**src/jsv_pkg.sv**
```systemverilog
// Shared constants for the JSON syntax checker: nesting limit, derived widths,
// byte codes and the letter tables of the true/false/null literals.
// No dependencies.
package jsv_pkg;

   localparam int NEST_LIMIT = 16;
   localparam int LEVEL_W    = $clog2(NEST_LIMIT + 2);
   localparam int KIND_DEPTH = NEST_LIMIT + 1;
   localparam int KIND_W     = (KIND_DEPTH > 1) ? $clog2(KIND_DEPTH) : 1;

   localparam logic [7:0] CH_SPACE  = 8'h20;
   localparam logic [7:0] CH_TAB    = 8'h09;
   localparam logic [7:0] CH_CR     = 8'h0D;
   localparam logic [7:0] CH_LF     = 8'h0A;
   localparam logic [7:0] CH_QUOTE  = 8'h22;
   localparam logic [7:0] CH_BSLASH = 8'h5C;
   localparam logic [7:0] CH_SLASH  = 8'h2F;
   localparam logic [7:0] CH_COMMA  = 8'h2C;
   localparam logic [7:0] CH_COLON  = 8'h3A;
   localparam logic [7:0] CH_LBRACE = 8'h7B;
   localparam logic [7:0] CH_RBRACE = 8'h7D;
   localparam logic [7:0] CH_LBRACK = 8'h5B;
   localparam logic [7:0] CH_RBRACK = 8'h5D;
   localparam logic [7:0] CH_MINUS  = 8'h2D;
   localparam logic [7:0] CH_PLUS   = 8'h2B;
   localparam logic [7:0] CH_DOT    = 8'h2E;
   localparam logic [7:0] CH_ZERO   = 8'h30;
   localparam logic [7:0] CH_ONE    = 8'h31;
   localparam logic [7:0] CH_NINE   = 8'h39;
   localparam logic [7:0] CH_LC_A   = 8'h61;
   localparam logic [7:0] CH_LC_B   = 8'h62;
   localparam logic [7:0] CH_LC_E   = 8'h65;
   localparam logic [7:0] CH_LC_F   = 8'h66;
   localparam logic [7:0] CH_LC_N   = 8'h6E;
   localparam logic [7:0] CH_LC_R   = 8'h72;
   localparam logic [7:0] CH_LC_T   = 8'h74;
   localparam logic [7:0] CH_LC_U   = 8'h75;
   localparam logic [7:0] CH_UC_A   = 8'h41;
   localparam logic [7:0] CH_UC_E   = 8'h45;
   localparam logic [7:0] CH_UC_F   = 8'h46;
   localparam logic [7:0] CTRL_LIMIT = 8'h20;

   localparam logic [2:0] HEX_DIGITS = 3'd4;

   typedef enum logic [1:0] {
      WORD_TRUE  = 2'd0,
      WORD_FALSE = 2'd1,
      WORD_NULL  = 2'd2
   } word_type;

   function automatic logic [2:0] word_len(word_type sel);
      case (sel)
         WORD_FALSE: return 3'd5;
         default:    return 3'd4;
      endcase
   endfunction

   // Expected letter at a position; positions past the end give a null byte.
   function automatic logic [7:0] word_char(word_type sel, logic [2:0] pos);
      logic [7:0] ch;
      ch = 8'h00;
      case (sel)
         WORD_TRUE: begin
            case (pos)
               3'd0: ch = "t";
               3'd1: ch = "r";
               3'd2: ch = "u";
               3'd3: ch = "e";
               default: ch = 8'h00;
            endcase
         end
         WORD_FALSE: begin
            case (pos)
               3'd0: ch = "f";
               3'd1: ch = "a";
               3'd2: ch = "l";
               3'd3: ch = "s";
               3'd4: ch = "e";
               default: ch = 8'h00;
            endcase
         end
         WORD_NULL: begin
            case (pos)
               3'd0: ch = "n";
               3'd1: ch = "u";
               3'd2: ch = "l";
               3'd3: ch = "l";
               default: ch = 8'h00;
            endcase
         end
         default: ch = 8'h00;
      endcase
      return ch;
   endfunction

endpackage

```
**src/json_syntax_validator_top.sv**
```systemverilog
// Top level of the JSON syntax checker: input register, one-pass parser
// update and verdict register.
// Depends on jsv_pkg.
//
// Usage:
//   Input channel (req_): one document byte per transaction, req_last_byte
//   marks the final byte. Result channel (rsp_): one transaction per
//   document, carrying rsp_doc_valid (1 = well formed). Bytes that are not
//   last produce no result.
// Path: a byte is captured into the input register on acceptance; the parser
//   state then updates from that register and, for a last byte, once the output
//   register is free, the verdict lands in the output register, which drives
//   rsp_valid.
// Throughput: one byte per cycle while req_stall is low; the parser state
//   (mode, counters and the container-kind stack push or pop) updates per accepted byte.
// Stall: while rsp_stall holds a verdict, bytes that are not last keep
//   flowing; a waiting last byte holds in the input register and req_stall
//   rises until the output register frees up.
// Reset: synchronous, active high; clears the parser to expect a top-level
//   value and empties both registers. The container-kind stack is not
//   cleared, only entries below the nesting level are ever read.
module json_syntax_validator_top
   import jsv_pkg::*;
(
   input  logic       clock,
   input  logic       reset,
   input  logic       req_valid,
   output logic       req_stall,
   input  logic [7:0] req_in_byte,
   input  logic       req_last_byte,
   output logic       rsp_valid,
   input  logic       rsp_stall,
   output logic       rsp_doc_valid
);

   typedef enum logic [4:0] {
      M_VALUE     = 5'd0,
      M_ARR_FIRST = 5'd1,
      M_OBJ_FIRST = 5'd2,
      M_KEY       = 5'd3,
      M_COLON     = 5'd4,
      M_AFTER     = 5'd5,
      M_KSTR      = 5'd6,
      M_KESC      = 5'd7,
      M_KHEX      = 5'd8,
      M_VSTR      = 5'd9,
      M_VESC      = 5'd10,
      M_VHEX      = 5'd11,
      M_TRUE      = 5'd12,
      M_FALSE     = 5'd13,
      M_NULL      = 5'd14,
      M_N_SIGN    = 5'd15,
      M_N_ZERO    = 5'd16,
      M_N_INT     = 5'd17,
      M_N_DOT     = 5'd18,
      M_N_FRAC    = 5'd19,
      M_N_E       = 5'd20,
      M_N_ESIGN   = 5'd21,
      M_N_EXP     = 5'd22
   } mode_type;

   localparam logic [LEVEL_W-1:0] LVL_LIMIT = LEVEL_W'(NEST_LIMIT);
   localparam logic [LEVEL_W-1:0] LVL_MAX   = LEVEL_W'(NEST_LIMIT + 1);

   // Input register
   logic             s1_valid_ff;
   logic [7:0]       s1_byte_ff;
   logic             s1_last_ff;

   // Parser state
   mode_type             mode_ff, mode_in;
   logic [2:0]           lit_ff, lit_in;
   logic [2:0]           hex_ff, hex_in;
   logic [LEVEL_W-1:0]   lvl_ff, lvl_in;
   logic                 err_ff, err_in;
   logic                 kind_ff [KIND_DEPTH];

   // Output register
   logic             rsp_valid_ff;
   logic             rsp_doc_ff;

   logic             out_free;
   logic             fire;
   logic             push_en;
   logic             push_kind;
   logic             doc_ok;

   // Byte classes
   logic [7:0]       c;
   logic             is_ws, is_digit, is_hex, is_exp, top_kind;
   logic [KIND_W-1:0] top_idx;

   // after-value and start-value outcomes, shared by several modes
   mode_type         av_mode, sv_mode;
   logic             av_fail, av_pop, sv_fail, sv_push, sv_kind;
   logic [2:0]       sv_lit;

   assign out_free  = !rsp_valid_ff || !rsp_stall;
   assign fire      = s1_valid_ff && (!s1_last_ff || out_free);
   assign req_stall = s1_valid_ff && !fire;
   assign rsp_valid = rsp_valid_ff;
   assign rsp_doc_valid = rsp_doc_ff;

   assign c        = s1_byte_ff;
   assign is_ws    = (c == CH_SPACE) || (c == CH_TAB) || (c == CH_CR) || (c == CH_LF);
   assign is_digit = (c >= CH_ZERO) && (c <= CH_NINE);
   assign is_hex   = is_digit || ((c >= CH_LC_A) && (c <= CH_LC_F)) ||
                     ((c >= CH_UC_A) && (c <= CH_UC_F));
   assign is_exp   = (c == CH_LC_E) || (c == CH_UC_E);
   assign top_idx  = (lvl_ff == '0) ? '0 : KIND_W'(lvl_ff - LEVEL_W'(1));
   assign top_kind = kind_ff[top_idx];

   // What follows a finished value: whitespace, comma or the matching closer.
   always_comb begin
      av_mode = M_AFTER;
      av_fail = 1'b0;
      av_pop  = 1'b0;
      if (!is_ws) begin
         if ((lvl_ff == '0) || (lvl_ff > LVL_MAX)) begin
            av_fail = 1'b1;
         end else if (c == CH_COMMA) begin
            av_mode = top_kind ? M_KEY : M_VALUE;
         end else if (((c == CH_RBRACE) && top_kind) || ((c == CH_RBRACK) && !top_kind)) begin
            av_pop = 1'b1;
         end else begin
            av_fail = 1'b1;
         end
      end
   end

   // First byte of a value.
   always_comb begin
      sv_mode = mode_ff;
      sv_fail = 1'b0;
      sv_push = 1'b0;
      sv_kind = 1'b0;
      sv_lit  = lit_ff;
      if (lvl_ff > LVL_LIMIT) begin
         sv_fail = 1'b1;
      end else if (c == CH_QUOTE) begin
         sv_mode = M_VSTR;
      end else if (c == CH_LBRACE) begin
         sv_mode = M_OBJ_FIRST;
         sv_push = 1'b1;
         sv_kind = 1'b1;
      end else if (c == CH_LBRACK) begin
         sv_mode = M_ARR_FIRST;
         sv_push = 1'b1;
      end else if (c == CH_LC_T) begin
         sv_mode = M_TRUE;
         sv_lit  = 3'd1;
      end else if (c == CH_LC_F) begin
         sv_mode = M_FALSE;
         sv_lit  = 3'd1;
      end else if (c == CH_LC_N) begin
         sv_mode = M_NULL;
         sv_lit  = 3'd1;
      end else if (c == CH_MINUS) begin
         sv_mode = M_N_SIGN;
      end else if (c == CH_ZERO) begin
         sv_mode = M_N_ZERO;
      end else if ((c >= CH_ONE) && (c <= CH_NINE)) begin
         sv_mode = M_N_INT;
      end else begin
         sv_fail = 1'b1;
      end
   end

   // Parser next state for the byte in the input register.
   always_comb begin
      word_type wsel;
      logic     do_after;
      mode_type str_base;
      mode_type str_done;

      mode_in   = mode_ff;
      lit_in    = lit_ff;
      hex_in    = hex_ff;
      lvl_in    = lvl_ff;
      err_in    = err_ff;
      push_en   = 1'b0;
      push_kind = 1'b0;
      do_after  = 1'b0;
      wsel      = WORD_TRUE;
      str_base  = (mode_ff inside {M_KSTR, M_KESC, M_KHEX}) ? M_KSTR : M_VSTR;
      str_done  = (str_base == M_KSTR) ? M_COLON : M_AFTER;

      if (!err_ff) begin
         unique case (mode_ff)
            M_VALUE: begin
               if (!is_ws) begin
                  mode_in   = sv_mode;
                  lit_in    = sv_lit;
                  err_in    = sv_fail;
                  push_en   = sv_push;
                  push_kind = sv_kind;
               end
            end
            M_ARR_FIRST: begin
               if (!is_ws) begin
                  if (c == CH_RBRACK) begin
                     if (lvl_ff != '0) lvl_in = lvl_ff - LEVEL_W'(1);
                     mode_in = M_AFTER;
                  end else begin
                     mode_in   = sv_mode;
                     lit_in    = sv_lit;
                     err_in    = sv_fail;
                     push_en   = sv_push;
                     push_kind = sv_kind;
                  end
               end
            end
            M_OBJ_FIRST, M_KEY: begin
               if (!is_ws) begin
                  if (c == CH_QUOTE) begin
                     mode_in = M_KSTR;
                  end else if ((c == CH_RBRACE) && (mode_ff == M_OBJ_FIRST)) begin
                     if (lvl_ff != '0) lvl_in = lvl_ff - LEVEL_W'(1);
                     mode_in = M_AFTER;
                  end else begin
                     err_in = 1'b1;
                  end
               end
            end
            M_COLON: begin
               if (!is_ws) begin
                  if (c == CH_COLON) mode_in = M_VALUE;
                  else err_in = 1'b1;
               end
            end
            M_AFTER: do_after = 1'b1;
            M_KSTR, M_VSTR: begin
               if (c == CH_QUOTE) mode_in = str_done;
               else if (c < CTRL_LIMIT) err_in = 1'b1;
               else if (c == CH_BSLASH) mode_in = (str_base == M_KSTR) ? M_KESC : M_VESC;
            end
            M_KESC, M_VESC: begin
               if ((c == CH_QUOTE) || (c == CH_BSLASH) || (c == CH_SLASH) ||
                   (c == CH_LC_B) || (c == CH_LC_F) || (c == CH_LC_N) ||
                   (c == CH_LC_R) || (c == CH_LC_T)) begin
                  mode_in = str_base;
               end else if (c == CH_LC_U) begin
                  hex_in  = HEX_DIGITS;
                  mode_in = (str_base == M_KSTR) ? M_KHEX : M_VHEX;
               end else begin
                  err_in = 1'b1;
               end
            end
            M_KHEX, M_VHEX: begin
               if (!is_hex || (hex_ff == 3'd0)) begin
                  err_in = 1'b1;
               end else begin
                  hex_in = hex_ff - 3'd1;
                  if (hex_ff == 3'd1) mode_in = str_base;
               end
            end
            M_TRUE, M_FALSE, M_NULL: begin
               wsel = (mode_ff == M_FALSE) ? WORD_FALSE :
                      (mode_ff == M_NULL)  ? WORD_NULL  : WORD_TRUE;
               if ((lit_ff >= word_len(wsel)) || (c != word_char(wsel, lit_ff))) begin
                  err_in = 1'b1;
               end else if ((lit_ff + 3'd1) == word_len(wsel)) begin
                  lit_in  = 3'd0;
                  mode_in = M_AFTER;
               end else begin
                  lit_in = lit_ff + 3'd1;
               end
            end
            M_N_SIGN: begin
               if (c == CH_ZERO) mode_in = M_N_ZERO;
               else if (is_digit) mode_in = M_N_INT;
               else err_in = 1'b1;
            end
            M_N_ZERO, M_N_INT: begin
               if (is_digit) begin
                  if (mode_ff == M_N_ZERO) err_in = 1'b1;
               end else if (c == CH_DOT) begin
                  mode_in = M_N_DOT;
               end else if (is_exp) begin
                  mode_in = M_N_E;
               end else begin
                  do_after = 1'b1;
               end
            end
            M_N_DOT: begin
               if (is_digit) mode_in = M_N_FRAC;
               else err_in = 1'b1;
            end
            M_N_FRAC: begin
               if (is_exp) mode_in = M_N_E;
               else if (!is_digit) do_after = 1'b1;
            end
            M_N_E: begin
               if ((c == CH_PLUS) || (c == CH_MINUS)) mode_in = M_N_ESIGN;
               else if (is_digit) mode_in = M_N_EXP;
               else err_in = 1'b1;
            end
            M_N_ESIGN: begin
               if (is_digit) mode_in = M_N_EXP;
               else err_in = 1'b1;
            end
            M_N_EXP: begin
               if (!is_digit) do_after = 1'b1;
            end
            default: err_in = 1'b1;
         endcase

         // Close out a value: separator, closer or whitespace.
         if (do_after) begin
            mode_in = av_mode;
            if (av_fail) err_in = 1'b1;
            if (av_pop && (lvl_ff != '0)) lvl_in = lvl_ff - LEVEL_W'(1);
         end
         if (push_en) lvl_in = lvl_ff + LEVEL_W'(1);
      end

      doc_ok = !err_in && (lvl_in == '0) &&
               (mode_in inside {M_AFTER, M_N_ZERO, M_N_INT, M_N_FRAC, M_N_EXP});
   end

   always_ff @(posedge clock) begin
      if (reset) begin
         s1_valid_ff  <= 1'b0;
         rsp_valid_ff <= 1'b0;
         mode_ff      <= M_VALUE;
         lit_ff       <= 3'd0;
         hex_ff       <= 3'd0;
         lvl_ff       <= '0;
         err_ff       <= 1'b0;
      end else begin
         // Input register: load whenever it is empty or draining this cycle.
         if (!req_stall) begin
            s1_valid_ff <= req_valid;
            if (req_valid) begin
               s1_byte_ff <= req_in_byte;
               s1_last_ff <= req_last_byte;
            end
         end

         // Output register: load the verdict of a last byte, drop the verdict once taken.
         if (fire && s1_last_ff) begin
            rsp_valid_ff <= 1'b1;
            rsp_doc_ff   <= doc_ok;
         end else if (!rsp_stall) begin
            rsp_valid_ff <= 1'b0;
         end

         if (fire) begin
            if (push_en) kind_ff[lvl_ff[KIND_W-1:0]] <= push_kind;
            if (s1_last_ff) begin
               // Start the next document clean.
               mode_ff <= M_VALUE;
               lit_ff  <= 3'd0;
               hex_ff  <= 3'd0;
               lvl_ff  <= '0;
               err_ff  <= 1'b0;
            end else begin
               mode_ff <= mode_in;
               lit_ff  <= lit_in;
               hex_ff  <= hex_in;
               lvl_ff  <= lvl_in;
               err_ff  <= err_in;
            end
         end
      end
   end

   // Nesting never passes one above the limit.
   a_level_bound: assert property (@(posedge clock) disable iff (reset)
      lvl_ff <= LVL_MAX)
      else $error("nesting level beyond limit");

   // A last byte leaves the parser clean.
   a_clean_after_last: assert property (@(posedge clock) disable iff (reset)
      (fire && s1_last_ff) |=> (mode_ff == M_VALUE) && (lvl_ff == '0) && !err_ff)
      else $error("parser not clean after last byte");

   // A last byte that completes always produces a verdict.
   a_verdict_follows: assert property (@(posedge clock) disable iff (reset)
      (fire && s1_last_ff) |=> rsp_valid_ff)
      else $error("missing verdict");

   // Backpressure only comes from a held verdict blocking a last byte.
   a_stall_cause: assert property (@(posedge clock) disable iff (reset)
      req_stall |-> (s1_valid_ff && s1_last_ff && rsp_valid_ff && rsp_stall))
      else $error("input stalled without cause");

   // Hex count is live only inside a unicode escape.
   a_hex_mode: assert property (@(posedge clock) disable iff (reset)
      (hex_ff != 3'd0) |-> ((mode_ff == M_KHEX) || (mode_ff == M_VHEX)))
      else $error("hex count outside escape");

   // Literal position is live only while matching a literal.
   a_lit_mode: assert property (@(posedge clock) disable iff (reset)
      (lit_ff != 3'd0) |-> ((mode_ff == M_TRUE) || (mode_ff == M_FALSE) ||
                            (mode_ff == M_NULL)))
      else $error("literal position outside literal");

endmodule

```
**config.mk**
```make
export PLATFORM = sky130hd
export DESIGN_NAME = json_syntax_validator_top
export DESIGN_NICKNAME = d
export VERILOG_FILES = /design/src/jsv_pkg.sv /design/src/json_syntax_validator_top.sv
export SDC_FILE = /design/constraint.sdc
export NUM_CORES = 1
export LEC_CHECK = 0
export BUFFER_PORTS_ARGS = -buffer_cell sky130_fd_sc_hd__buf_2
export CAP_MARGIN = 20
export CORE_ASPECT_RATIO = 0.75
export CORE_MARGIN = 1
export CORE_UTILIZATION = 64
export DETAILED_ROUTE_END_ITERATION = 8
export GPL_TIMING_DRIVEN = 0
export PLACE_DENSITY = 0.82
export SLEW_MARGIN = 15
export SYNTH_ARGS = -nofsm -noshare
export SYNTH_HDL_FRONTEND = slang
export SYNTH_SLANG_ARGS = --single-unit
```
**constraint.sdc**
```tcl
create_clock -name clock -period 4.49 [get_ports clock]
set_clock_uncertainty 0.05 [all_clocks]
set_input_delay 0.449 -clock clock [delete_from_list [all_inputs] [get_ports clock]]
set_output_delay 0.449 -clock clock [all_outputs]
set_load 0.01 [all_outputs]
```
==> After elaboration in Yosys (flattened, before gate mapping) <==
Memories as Yosys holds them, arrays and structs flattened.
Index checks and enable logic that the tools add are counted.
{ "op_classes": {"addsub": 4, "magnitude_cmp": 11, "eq_ne": 71, "n_mux": 167, "n_bitwise": 2, "n_reduce_logical": 64} }
{ "ops": {"columns": ["op", "count"], "rows": [
  ["$mux W5", 50],
  ["$eq A8 B7 Y1 const B", 13],
  ["$mux W3", 27],
  ["$eq A8 B6 Y1 const B", 9],
  ["$mux W1", 70],
  ["$pmux W5 S14", 1],
  ["$eq A5 B5 Y1 const B", 11],
  ["$eq A5 B4 Y1 const B", 8],
  ["$pmux W7 S5", 1],
  ["$pmux W7 S4", 1],
  ["$eq A5 B3 Y1 const B", 5],
  ["$eq A8 B4 Y1 const B", 3],
  ["$pmux W8 S3", 1],
  ["$ne A3 B3 Y1 const B", 7],
  ["$pmux W7 S3", 1],
  ["$logic_or A1 B1 Y1", 20],
  ["$ge A8 B6 Y1 const B", 2],
  ["$ge A8 B7 Y1 const B", 2],
  ["$le A8 B7 Y1 const B", 2],
  ["$mux W8", 2],
  ["$logic_not A5 Y1", 3],
  ["$reduce_or A2 Y1", 7],
  ["$logic_and A1 B1 Y1", 13],
  ["$pmux W1 S13", 1],
  ["39 further kinds", 59]
]} }
{ "totals": {"ff_bits": 29, "mem_bits_rw": 17, "wordCells": 330, "memories": 1} }
{ "memory_table": {"columns": ["memory", "words", "word_bits", "read_ports", "rd_ports_with_merged_regs", "wr", "line_no", "source"], "rows": [
  ["kind_ff", 17, 1, 1, 0, 1, "json_syntax_validator_top.sv:76", "logic kind_ff [KIND_DEPTH];"]
]} }

==> Logic depth before layout (Yosys ltp) <==
Gate-level depths: netlist (run 1).
{ "depth": {"word_depth": 21, "ltp_mapped": 16, "depth_no_buf": 15} }

==> Least setup slack after synthesis (run 1) <==
Ideal clock, no wire load.
{ "synth_timing": {"path_type": "flip-flop to flip-flop", "from": "register lvl_ff[0]", "to": "register rsp_doc_ff, in the netlist rsp_doc_valid (data pin)", "t_arrival_ns": 3.396, "required_ns": 4.308, "setup_slack_ns": 0.912, "path_stages_with_launch": 15, "synth_period_minus_slack_ns": 3.578, "path_cell_list": "dfxtp_1 -> inv_1 -> ha_1 -> nor4b_4 -> inv_1 -> ha_1 -> clkbuf_1 -> mux4_2 -> a21boi_0 -> nand4_1 -> o22ai_4 -> nor4_1 -> a211o_1 -> nor4_2 -> o311a_1"} }
{ "synth_between": {"elab_chain_len": 18, "elab_cells_between_ends": 68, "classes_between": "add/sub (2); order compare (2); eq/ne (5); mux (45); reduce/logical (13); memory (1)"} }
{ "synth_lines": {"columns": ["item", "line_no", "source"], "rows": [
  ["start: declaration", "json_syntax_validator_top.sv:74", "logic [LEVEL_W-1:0] lvl_ff, lvl_in;"],
  ["start signal: assignment", "json_syntax_validator_top.sv:361", "lvl_ff <= lvl_in;"],
  ["$sub A5 B1 Y5 or $logic_not A5 Y1 (tied branches)", null, null],
  ["$mux W5", "json_syntax_validator_top.sv:110", "assign top_idx = (lvl_ff == '0) ? '0 : KIND_W'(lvl_ff - LEVEL_W'(1));"],
  ["$mem_v2 Z17 W1", null, null],
  ["$logic_not A1 Y1", "json_syntax_validator_top.sv:123", "end else if (((c == CH_RBRACE) && top_kind) || ((c == CH_RBRACK) && !top_kind)) begin"],
  ["$logic_and A1 B1 Y1", "json_syntax_validator_top.sv:123", null],
  ["$logic_or A1 B1 Y1", "json_syntax_validator_top.sv:123", null],
  ["$mux W1", "json_syntax_validator_top.sv:123", null],
  ["$mux W1", "json_syntax_validator_top.sv:121", "end else if (c == CH_COMMA) begin"],
  ["[3 not listed]", null, null],
  ["$mux W5", "json_syntax_validator_top.sv:312", "if (av_pop && (lvl_ff != '0)) lvl_in = lvl_ff - LEVEL_W'(1);"],
  ["$mux W5", "json_syntax_validator_top.sv:309", "if (do_after) begin"],
  ["$mux W5", "json_syntax_validator_top.sv:314", "if (push_en) lvl_in = lvl_ff + LEVEL_W'(1);"],
  ["$mux W5", "json_syntax_validator_top.sv:188", "if (!err_ff) begin"],
  ["$logic_not A5 Y1", "json_syntax_validator_top.sv:317", "doc_ok = !err_in && (lvl_in == '0) &&"],
  ["$logic_and A1 B1 Y1", "json_syntax_validator_top.sv:317", null],
  ["$logic_and A1 B1 Y1 *", "json_syntax_validator_top.sv:317", null],
  ["via doc_ok", "json_syntax_validator_top.sv:86", "logic doc_ok;"],
  ["end signal: assignment", "json_syntax_validator_top.sv:343", "rsp_doc_ff <= doc_ok;"],
  ["end: declaration", "json_syntax_validator_top.sv:80", "logic rsp_doc_ff;"]
]} }
Mark *: on every way through the listed nets, which the timed path passes. The rest lies on a longest branch. The select of a mux whose other input is x is not followed.
A chain may end at the register's enable or synchronous reset.

==> Worst setup path in the final report (run 1) <==
Same ends and word-level chain as after synthesis.

==> flow_metrics.tcl, run 1 <==
set metrics [dict create \
    max_freq_ghz 0.241 \
    finalNonFillerCells 744 \
    grt_max_degree 17 \
    seqPwrFrac_pct 52.9 \
    die_x_um 102 \
    worstPathMaxFanout 9 \
    critical_path_class "flop to flop" \
    end_kind "flop" \
    worstHoldStart "req_in_byte[7]" \
    grt.overflow.total 0 \
    synth_top_family_by_area "simple AND/OR/NAND/NOR gates" \
    grtUsageMet2_pct 62.4 \
    core_um2 7330 \
    synth-seq-cells 46 \
    hold_path.class "input pin to flop" \
    clkPwrFrac_pct 33.2 \
    antenna_cells 0 \
    dr.pass1.iters 6 \
    synth_compound_area_share_pct 27.4 \
    yosys-mux-area-fraction_pct 2.87 \
    wl_per_cell_um 23.2 \
    insertion_delay_ps 330 \
    num_vias 5466 \
    cts_sinks 46 \
    yosys_warnings 0 \
    cts-root-buf "clkbuf_8" \
    die-area_um2 7920 \
    cts_max_level 2 \
    startpoint "lvl_ff[0]$_SDFFE_PP0P_" \
    p_sw_share_pct 30.1 \
    grt_usage_pct 44.6 \
    synth-async-reset-ratio_pct 0 \
    area_growth_pct 6.88 \
    vias_per_cell 7.35 \
    numCtsBuffers 5 \
    p_comb_share_pct 13.9 \
    final.setup.tns_ps 0 \
    layout_commonest_cell "nor2_1" \
    wl_um 17200 \
    grt_pass1_wl_um 26600 \
    final_cell_mix "nor2_1 (83), nand2_1 (57), a21oi_1 (33)" \
    status "finished clean" \
    syn_inst 617 \
    use_met1_pct 62.8 \
    yosysSeqAreaShare_pct 24.6 \
    p_int_uw 601 \
    pin_count 16 \
    setup-violations-final 0 \
    dp_slack_ps 166 \
    worst_slew_pin_slew_ps 1110 \
    peakVddDrop_v 0.000122 \
    synth_ff_type "edfxtp_1" \
    nets 669 \
    synth_cell_types 101 \
    cts_tree "yes" \
    busiest_layer "met1" \
    dp_hpwl_um 13200 \
    drcViolationCount 0 \
    critical_path_required_ps 4630 \
    drive_gt1_share_pct 14.5 \
    cts_hold_buf 0 \
    grt_setup_unrepaired "false" \
    start_kind "flop" \
    power_density_nw_per_um2 166 \
    final.setup.worst_slack_ps 342 \
    finalCritPeriodShare_pct 92.4 \
    grt_pass1_vias 4924 \
    slew_viol_final 0 \
    reg2reg_from "lvl_ff[0]$_SDFFE_PP0P_" \
    p_switching_uw 259 \
    fill_cells 619 \
    max-slew-margin-rel_pct 25.7 \
    rows 27 \
    maxCapViolCount 0 \
    dp.cells 736 \
    syn_nets 644 \
    synth_xor_area_share_pct 0.362 \
    fin_crit_ps 4150 \
    synth_area_per_cell_um2 7.84 \
    drtIter0Drc 746 \
    syn_area_um2 4840 \
    synth_fa_ha_area_share_pct 3.62 \
    synth-edff-count 27 \
    antenna_found_initial 0 \
    gp_congestion 1.04 \
    start_util_pct 66.0 \
    power_leakage_nw 1.83 \
    die_h_um 77.3 \
    clockBufferDepth 2 \
    ant_nets 0 \
    cp.arrival_ps 4290 \
    port_buffers 15 \
    hold_violations 0 \
    use_met3_pct 15.5 \
    clk_pin_slew_worst_paths_ps 100 \
    synth_simple_gate_area_share_pct 35.0 \
]
[registers in the layout, summed over array words and instances, names as in the netlist]
register / cells
kind_ff: 17
c: 8
s1_valid_ff: 1
err_ff: 1
lit_ff: 3
hex_ff: 3
rsp_doc_valid: 1
mode_ff: 5
s1_last_ff: 1
rsp_valid: 1
lvl_ff: 5
[final cells by class]
type	instances	area [um^2]	area share, %
timing repair buffer	19	101	1.96
clock buffer	5	68.8	1.33
buffer	44	216	4.18
inverter	20	75.1	1.45
sequential	46	1190	23.0
tap	101	126	2.44
clock inverter	3	25.0	0.484
multi-input combinational	506	3370	65.1
[cells in the mapped netlist, types with 4 or more instances]
| cell | number | share of area (%) |
|---|---|---|
| nand2b_1 | 12 | 1.6 |
| and4b_1 | 4 | 0.83 |
| clkbuf_1 | 20 | 1.6 |
| o22ai_1 | 8 | 1.0 |
| o211ai_1 | 10 | 1.6 |
| nor2b_1 | 13 | 1.7 |
| or3_1 | 5 | 0.65 |
| a21oi_1 | 33 | 3.4 |
| ha_1 | 14 | 3.6 |
| nor3_1 | 17 | 1.8 |
| o21ai_0 | 27 | 2.8 |
| edfxtp_1 | 27 | 17 |
| nor4_2 | 5 | 1.3 |
| a31oi_1 | 17 | 2.2 |
| buf_2 | 17 | 1.8 |
| a22oi_1 | 10 | 1.6 |
| nand4b_1 | 4 | 0.72 |
| mux2i_1 | 6 | 1.2 |
| inv_1 | 19 | 1.5 |
| o21a_1 | 6 | 0.93 |
| and3_1 | 10 | 1.3 |
| dfxtp_1 | 19 | 7.9 |
| nand4_1 | 9 | 1.2 |
| nand2_1 | 57 | 4.4 |
| and2_1 | 10 | 1.3 |
| nor2_1 | 83 | 6.4 |
| or4_1 | 5 | 0.78 |
| a211oi_1 | 7 | 1.1 |
| nor4_1 | 10 | 1.3 |
| nand3_1 | 19 | 2.0 |
| o221ai_1 | 4 | 0.72 |
[cell families (layout without fill, tap and decap cells)]
kind of cell	after synthesis	count (layout)
flops	46	46
simple gates	299	299
fa+ha+maj	14	14
compound gates	181	181
mux	10	10
buf+inv	65	91
xor+xnor	2	2
[power groups by stage]
stage	clock network [mW]	logic, mW	registers [mW]
6_report	0.286	0.119	0.455
4_1_cts	0.283	0.113	0.455
3_3_place_gp	0	0.108	0.464
3_5_place_dp	0	0.112	0.464
2_1_floorplan	0	0.0766	0.463
5_1_grt	0.301	0.125	0.455
[per-layer routing]
| layer | share of wire (%) | vias up |
|---|---|---|
| li1 | - | 2403 |
| met1 | 41 | 2539 |
| met2 | 41 | 428 |
| met3 | 14 | 96 |
| met4 | 4.3 | 0 |
| met5 | 0 | - |
[timing repair]
item                                    4_1_cts  5_1_grt
gates resized for setup                       0        2
buffers inserted                              0        1
endpoints found under the setup margin        0        1
hold endpoints to repair                      0        0
[worst paths after layout]
check / endpoint / slack [ps] / cells after the start
worst max-delay path: rsp_doc_valid$_DFFE_PP_ / 340 / 13
worst min-delay path: c[7]$_DFFE_PP_ / 240 / 1
worst max register to register: rsp_doc_valid$_DFFE_PP_ / 340 / 13
worst min register to register: hex_ff[1]$_SDFFE_PP0P_ / 430 / 2
[metrics by stage]
stage | power [mW] | util (%) | hold WS (ps) | cell area, um^2
2_1_floorplan | 0.540 | - | 398 | 4840
4_1_cts | 0.850 | 70.5 | 245 | 5170
6_report | 0.860 | 70.6 | 241 | 5170
3_5_place_dp | 0.577 | 69.2 | 421 | 5070
3_3_place_gp | 0.572 | 68.8 | 408 | 5040
5_1_grt | 0.881 | 70.6 | 234 | 5170
[worst max-delay path, cell delays in order, from the launching register on]
cell and delay, ps:
dfxtp_1 570, inv_1 170, ha_1 330, nor4b_4 170
inv_1 80, ha_2 290, mux4_2 540, a22oi_1 280
and3_1 380, o22ai_4 170, o31ai_1 400, o211ai_1 170
nor4_2 200, o311a_1 220
No activity file was read; power rests on OpenSTA's default activity.
==> inputs of run 2 (changes only) <==
CELL_PAD_IN_SITES_DETAIL_PLACEMENT = 1   (was unset)
CELL_PAD_IN_SITES_GLOBAL_PLACEMENT = 2   (was unset)
CORE_UTILIZATION = 38   (was 64)
CTS_BUF_LIST = sky130_fd_sc_hd__clkbuf_16   (was unset)
PLACE_DENSITY = unset   (was 0.82)
PLACE_DENSITY_LB_ADDON = 0.1   (was unset)
==> run 2 against run 1 <==
Cell area is 2.7% higher. Critical path depth stayed put. Critical endpoint unchanged. Largest cell class unchanged. Highest routed layer unchanged. Global-route usage down 14 points. Largest power group unchanged. Critical path type unchanged. Clock power is 37% higher.
==> flow_metrics.tcl, run 2 (same netlist as run 1, synthesis figures left out) <==
set metrics [dict create \
    status "finished clean" \
    rows 35 \
    pin_count 16 \
    core_um2 12300 \
    final_cell_mix "nor2_1 (83), nand2_1 (57), a21oi_1 (33)" \
    power_leakage_nw 1.85 \
    largest_register_ffs 17 \
    grtUsageMet2_pct 46.4 \
    cp.arrival_ps 4360 \
    die_x_um 132 \
    start_util_pct 39.2 \
    grt_setup_unrepaired "false" \
    use_met3_pct 4.33 \
    cts_max_level 2 \
    peakVddDrop_v 0.000122 \
    insertion_delay_ps 300 \
    grt_pass1_wl_um 30900 \
    whs_ps 272 \
    finalCritPeriodShare_pct 94.5 \
    layout_commonest_cell "nor2_1" \
    drcViolationCount 0 \
    finalNonFillerCells 808 \
    drtIter0Drc 534 \
    grt_max_degree 17 \
    grt.overflow.total 0 \
    clk_pin_slew_worst_paths_ps 70 \
    final.setup.tns_ps 0 \
    port_buffers 15 \
    ant_nets 0 \
    crit_chain "inv_1 > ha_1 > nor4b_4 > inv_1 > ha_2 > mux4_2 > a21boi_0 > nand4_1 > o22ai_4 > nor4_1 > a211o_1 > nor4_2 > o311a_1" \
    path_delay_family "compound AO/OA/AOI/OAI gates" \
    use_met1_pct 47.0 \
    path_buf_inv 2 \
    antenna_cells 0 \
    gp_congestion 0.961 \
    worstPathMaxFanout 9 \
    dr.pass1.iters 5 \
    cts_tree "yes" \
    area_growth_pct 9.75 \
    dp.cells 800 \
    busiest_layer "met1" \
    critical_path_class "flop to flop" \
    slew_viol_final 0 \
    die-area_um2 13200 \
    critical_path_required_ps 4600 \
    num_vias 5355 \
    hold_path.class "input pin to flop" \
    fin_crit_ps 4240 \
    critical_path.max_stage_delay_ps 550 \
    setup-violations-final 0 \
    grt_pass1_vias 5048 \
    worst_slew_pin_slew_ps 1180 \
    drive_gt1_share_pct 14.6 \
    maxCapViolCount 0 \
    power_density_nw_per_um2 183 \
    fill_cells 1553 \
    grt_usage_pct 30.8 \
    cp_common_cell "inv_1" \
    end_kind "flop" \
    antenna_found_initial 0 \
    start_kind "flop" \
    max-slew-margin-rel_pct 21.0 \
    dp_hpwl_um 15700 \
    vias_per_cell 6.63 \
    cts-root-buf "clkbuf_16" \
    placedInstanceArea_um2 5150 \
    cp_slowest_cell "mux4_2" \
    numCtsBuffers 5 \
    hold_violations 0 \
    clockBufferDepth 2 \
    nets 668 \
    cts_sinks 46 \
    max_freq_ghz 0.236 \
    final_cell_area_um2 5310 \
    die_h_um 99.7 \
    wl_per_cell_um 25.0 \
    wl_um 20200 \
]
## run 2: stage by stage
| stage | total power [mW] | util, % | setup WS, ps |
|---|---|---|---|
| CTS | 0.971 | 43.0 | 71.6 |
| finish | 0.970 | 43.0 | 249 |
| global placement | 0.579 | 41.5 | 83.0 |
| detailed placement | 0.583 | 41.7 | 5.75 |
| global route | 0.995 | 43.0 | 21.5 |
| floorplan | 0.540 | - | 912 |
## run 2: worst paths after layout
check                            endpoint  slack [ps]                    from  cells after the start
hold reg to reg    hex_ff[1]$_SDFFE_PP0P_         430  hex_ff[1]$_SDFFE_PP0P_                      2
hold / removal             c[0]$_DFFE_PP_         270          req_in_byte[0]                      1
setup / recovery  rsp_doc_valid$_DFFE_PP_         250  lvl_ff[0]$_SDFFE_PP0P_                     13
setup reg to reg  rsp_doc_valid$_DFFE_PP_         250  lvl_ff[0]$_SDFFE_PP0P_                     13
## run 2: where the power goes
part           total [mW]  internal [mW]  leakage, nW  switching [mW]
Sequential          0.455          0.449        0.401         0.00523
Clock               0.393          0.210       0.0704           0.183
Combinational       0.122         0.0391         1.38          0.0831
## run 2: final cells by class
type,count,area [um^2],area share [%]
Inverter,20,75.1,1.41
Multi-Input combinational cell,506,3370,63.5
Sequential cell,46,1190,22.4
Clock inverter,3,25.0,0.471
Timing Repair Buffer,18,97.6,1.84
Buffer,44,216,4.08
Tap cell,166,208,3.91
Clock buffer,5,125,2.36
## run 2: worst register-to-register path, cell delays in order, from the launching register on
cell      delay, ps
dfxtp_1         520
inv_1           170
ha_1            340
nor4b_4         180
inv_1            70
ha_2            290
mux4_2          550
a21boi_0        320
nand4_1         290
o22ai_4         330
nor4_1          100
a211o_1         350
nor4_2          300
o311a_1         230
## run 2: routing by layer
metal | vias up | wire [um]
li1 | 2397 | -
met1 | 2739 | 10100
met2 | 206 | 8530
met3 | 13 | 1480
met4 | 0 | 103
met5 | - | 0
## run 2: what timing repair did
| action | 4_1_cts | 5_1_grt |
|---|---|---|
| hold buffers | 0 | 0 |
| setup endpoints to repair | 1 | 1 |
| cloned | 0 | 0 |
| gates resized for setup | 0 | 1 |
| setup buffers | 1 | 0 |
==> inputs of run 3 (changes only) <==
CELL_PAD_IN_SITES_DETAIL_PLACEMENT = 0   (was 1)
CELL_PAD_IN_SITES_GLOBAL_PLACEMENT = 1   (was 2)
CORE_UTILIZATION = 48   (was 38)
==> run 3 against run 2 <==
Register-to-register slack worse by 40 ps. Flip-flop and latch count unchanged. Utilization grew 11 points. Non-clock buffer count is the same. Sequential power about the same. Count of clock-buffer cells in the layout did not move. Sequential share of layout area rose by 0.20 points. Total power is 1.6% lower. Cell area is 0.90% lower. Critical endpoint unchanged. Largest cell class unchanged.
==> flow_metrics.tcl, run 3 (same netlist as run 1, synthesis figures left out) <==
set metrics [dict create \
    grt_setup_unrepaired "false" \
    hold_path.class "input pin to flop" \
    slew_viol_final 0 \
    crit_chain "inv_1 > ha_1 > nor4b_4 > inv_1 > ha_1 > mux4_2 > a21boi_0 > nand4_1 > o22ai_4 > nor4_1 > a211o_1 > nor4_2 > o311a_1" \
    critical_path_required_ps 4600 \
    power_leakage_nw 1.85 \
    peakVddDrop_v 0.000126 \
    insertion_delay_ps 300 \
    rows 31 \
    layout_commonest_cell "nor2_1" \
    max_freq_ghz 0.234 \
    placedInstanceArea_um2 5110 \
    whs_ps 272 \
    dp_hpwl_um 13800 \
    critical_path.max_stage_delay_ps 580 \
    end_kind "flop" \
    post-cts-setup-buffers 0 \
    drcViolationCount 0 \
    setup-violations-final 0 \
    grt.overflow.total 0 \
    grtUsageMet2_pct 48.7 \
    fin_crit_ps 4280 \
    start_util_pct 49.7 \
    final.setup.tns_ps 0 \
    die_x_um 118 \
    numCtsBuffers 5 \
    final_cell_area_um2 5260 \
    cts_hold_buf 0 \
    dp.cells 766 \
    worstPathMaxFanout 9 \
    grt_max_degree 17 \
    area_growth_pct 8.76 \
    worstHoldStart "req_in_byte[4]" \
    use_met3_pct 10.1 \
    ant_nets 0 \
    clockBufferDepth 2 \
    cts_max_level 2 \
    fin_util_pct 54.1 \
    cts_sinks 46 \
    wl_per_cell_um 22.7 \
    path_buf_inv 2 \
    hold_violations 0 \
    wl_um 17500 \
    vias_per_cell 6.88 \
    use_met1_pct 49.4 \
    cts_tree "yes" \
    busiest_layer "met1" \
    largest_register_ffs 17 \
    clk_pin_slew_worst_paths_ps 70 \
    die-area_um2 10500 \
    finalCritPeriodShare_pct 95.3 \
    reg2reg_from "lvl_ff[0]$_SDFFE_PP0P_" \
    antenna_cells 0 \
    worst_slew_pin_slew_ps 1110 \
    status "finished clean" \
    gp_congestion 1.05 \
    critical_path_class "flop to flop" \
    grt_usage_pct 34.0 \
    start_kind "flop" \
    cts_resized 0 \
    drive_gt1_share_pct 14.5 \
    cts-root-buf "clkbuf_16" \
    pin_count 16 \
    core_um2 9740 \
    finalNonFillerCells 774 \
    die_h_um 89.0 \
    antenna_found_initial 1 \
    cp_slowest_cell "mux4_2" \
    dr.pass1.iters 5 \
    maxCapViolCount 0 \
    grt_pass1_wl_um 27100 \
    num_vias 5328 \
    port_buffers 15 \
    path_delay_family "compound AO/OA/AOI/OAI gates" \
    nets 668 \
    fill_cells 944 \
    grt_pass1_vias 4796 \
    power_density_nw_per_um2 181 \
    max-slew-margin-rel_pct 26.0 \
    final_cell_mix "nor2_1 (83), nand2_1 (57), buf_2 (33), a21oi_1 (33)" \
    startpoint "lvl_ff[0]$_SDFFE_PP0P_" \
    cp.arrival_ps 4390 \
    drtIter0Drc 777 \
]
[run 3: final timing paths]
| kind | end | slack, ps | depth (start not counted) |
|---|---|---|---|
| hold / removal | c[4]$_DFFE_PP_ | 270 | 1 |
| setup reg to reg | rsp_doc_valid$_DFFE_PP_ | 210 | 13 |
| hold reg to reg | hex_ff[1]$_SDFFE_PP0P_ | 420 | 2 |
| setup / recovery | rsp_doc_valid$_DFFE_PP_ | 210 | 13 |
[run 3: area by class of cell]
| cell class | instances | area [um^2] | share of cell area (%) |
|---|---|---|---|
| timing repair buffer | 18 | 95.1 | 1.81 |
| tap | 132 | 165 | 3.14 |
| sequential | 46 | 1190 | 22.6 |
| multi-input combinational | 506 | 3370 | 64.0 |
| clock inverter | 3 | 25.0 | 0.475 |
| clock buffer | 5 | 125 | 2.38 |
| inverter | 20 | 75.1 | 1.43 |
| buffer | 44 | 216 | 4.11 |
[run 3: metal layers]
layer / part of all wire, % / wire length [um]
met1: 45 / 7880
met3: 13 / 2290
met2: 40 / 7060
met5: 0.074 / 13
met4: 1.7 / 304
[run 3: stage by stage]
stage	worst slack, ps	power (mW)
floorplan	912	0.540
global placement	198	0.576
detailed placement	56.5	0.578
CTS	39.9	0.957
global route	16.9	0.985
finish	209	0.954
[run 3: report_power, final]
group / switching (mW) / internal (mW) / leakage (nW)
Combinational: 0.0795 / 0.0391 / 1.38
Clock: 0.171 / 0.209 / 0.0704
Sequential: 0.00504 / 0.450 / 0.401
Total: 0.256 / 0.698 / 1.85
[run 3: worst reg2reg max path: stages (launching register included)]
cell and delay (ps):
dfxtp_1 520, inv_1 170, ha_1 340, nor4b_4 180, inv_1 80, ha_1 400, mux4_2 580, a21boi_0 300
nand4_1 250, o22ai_4 330, nor4_1 110, a211o_1 350, nor4_2 280, o311a_1 210
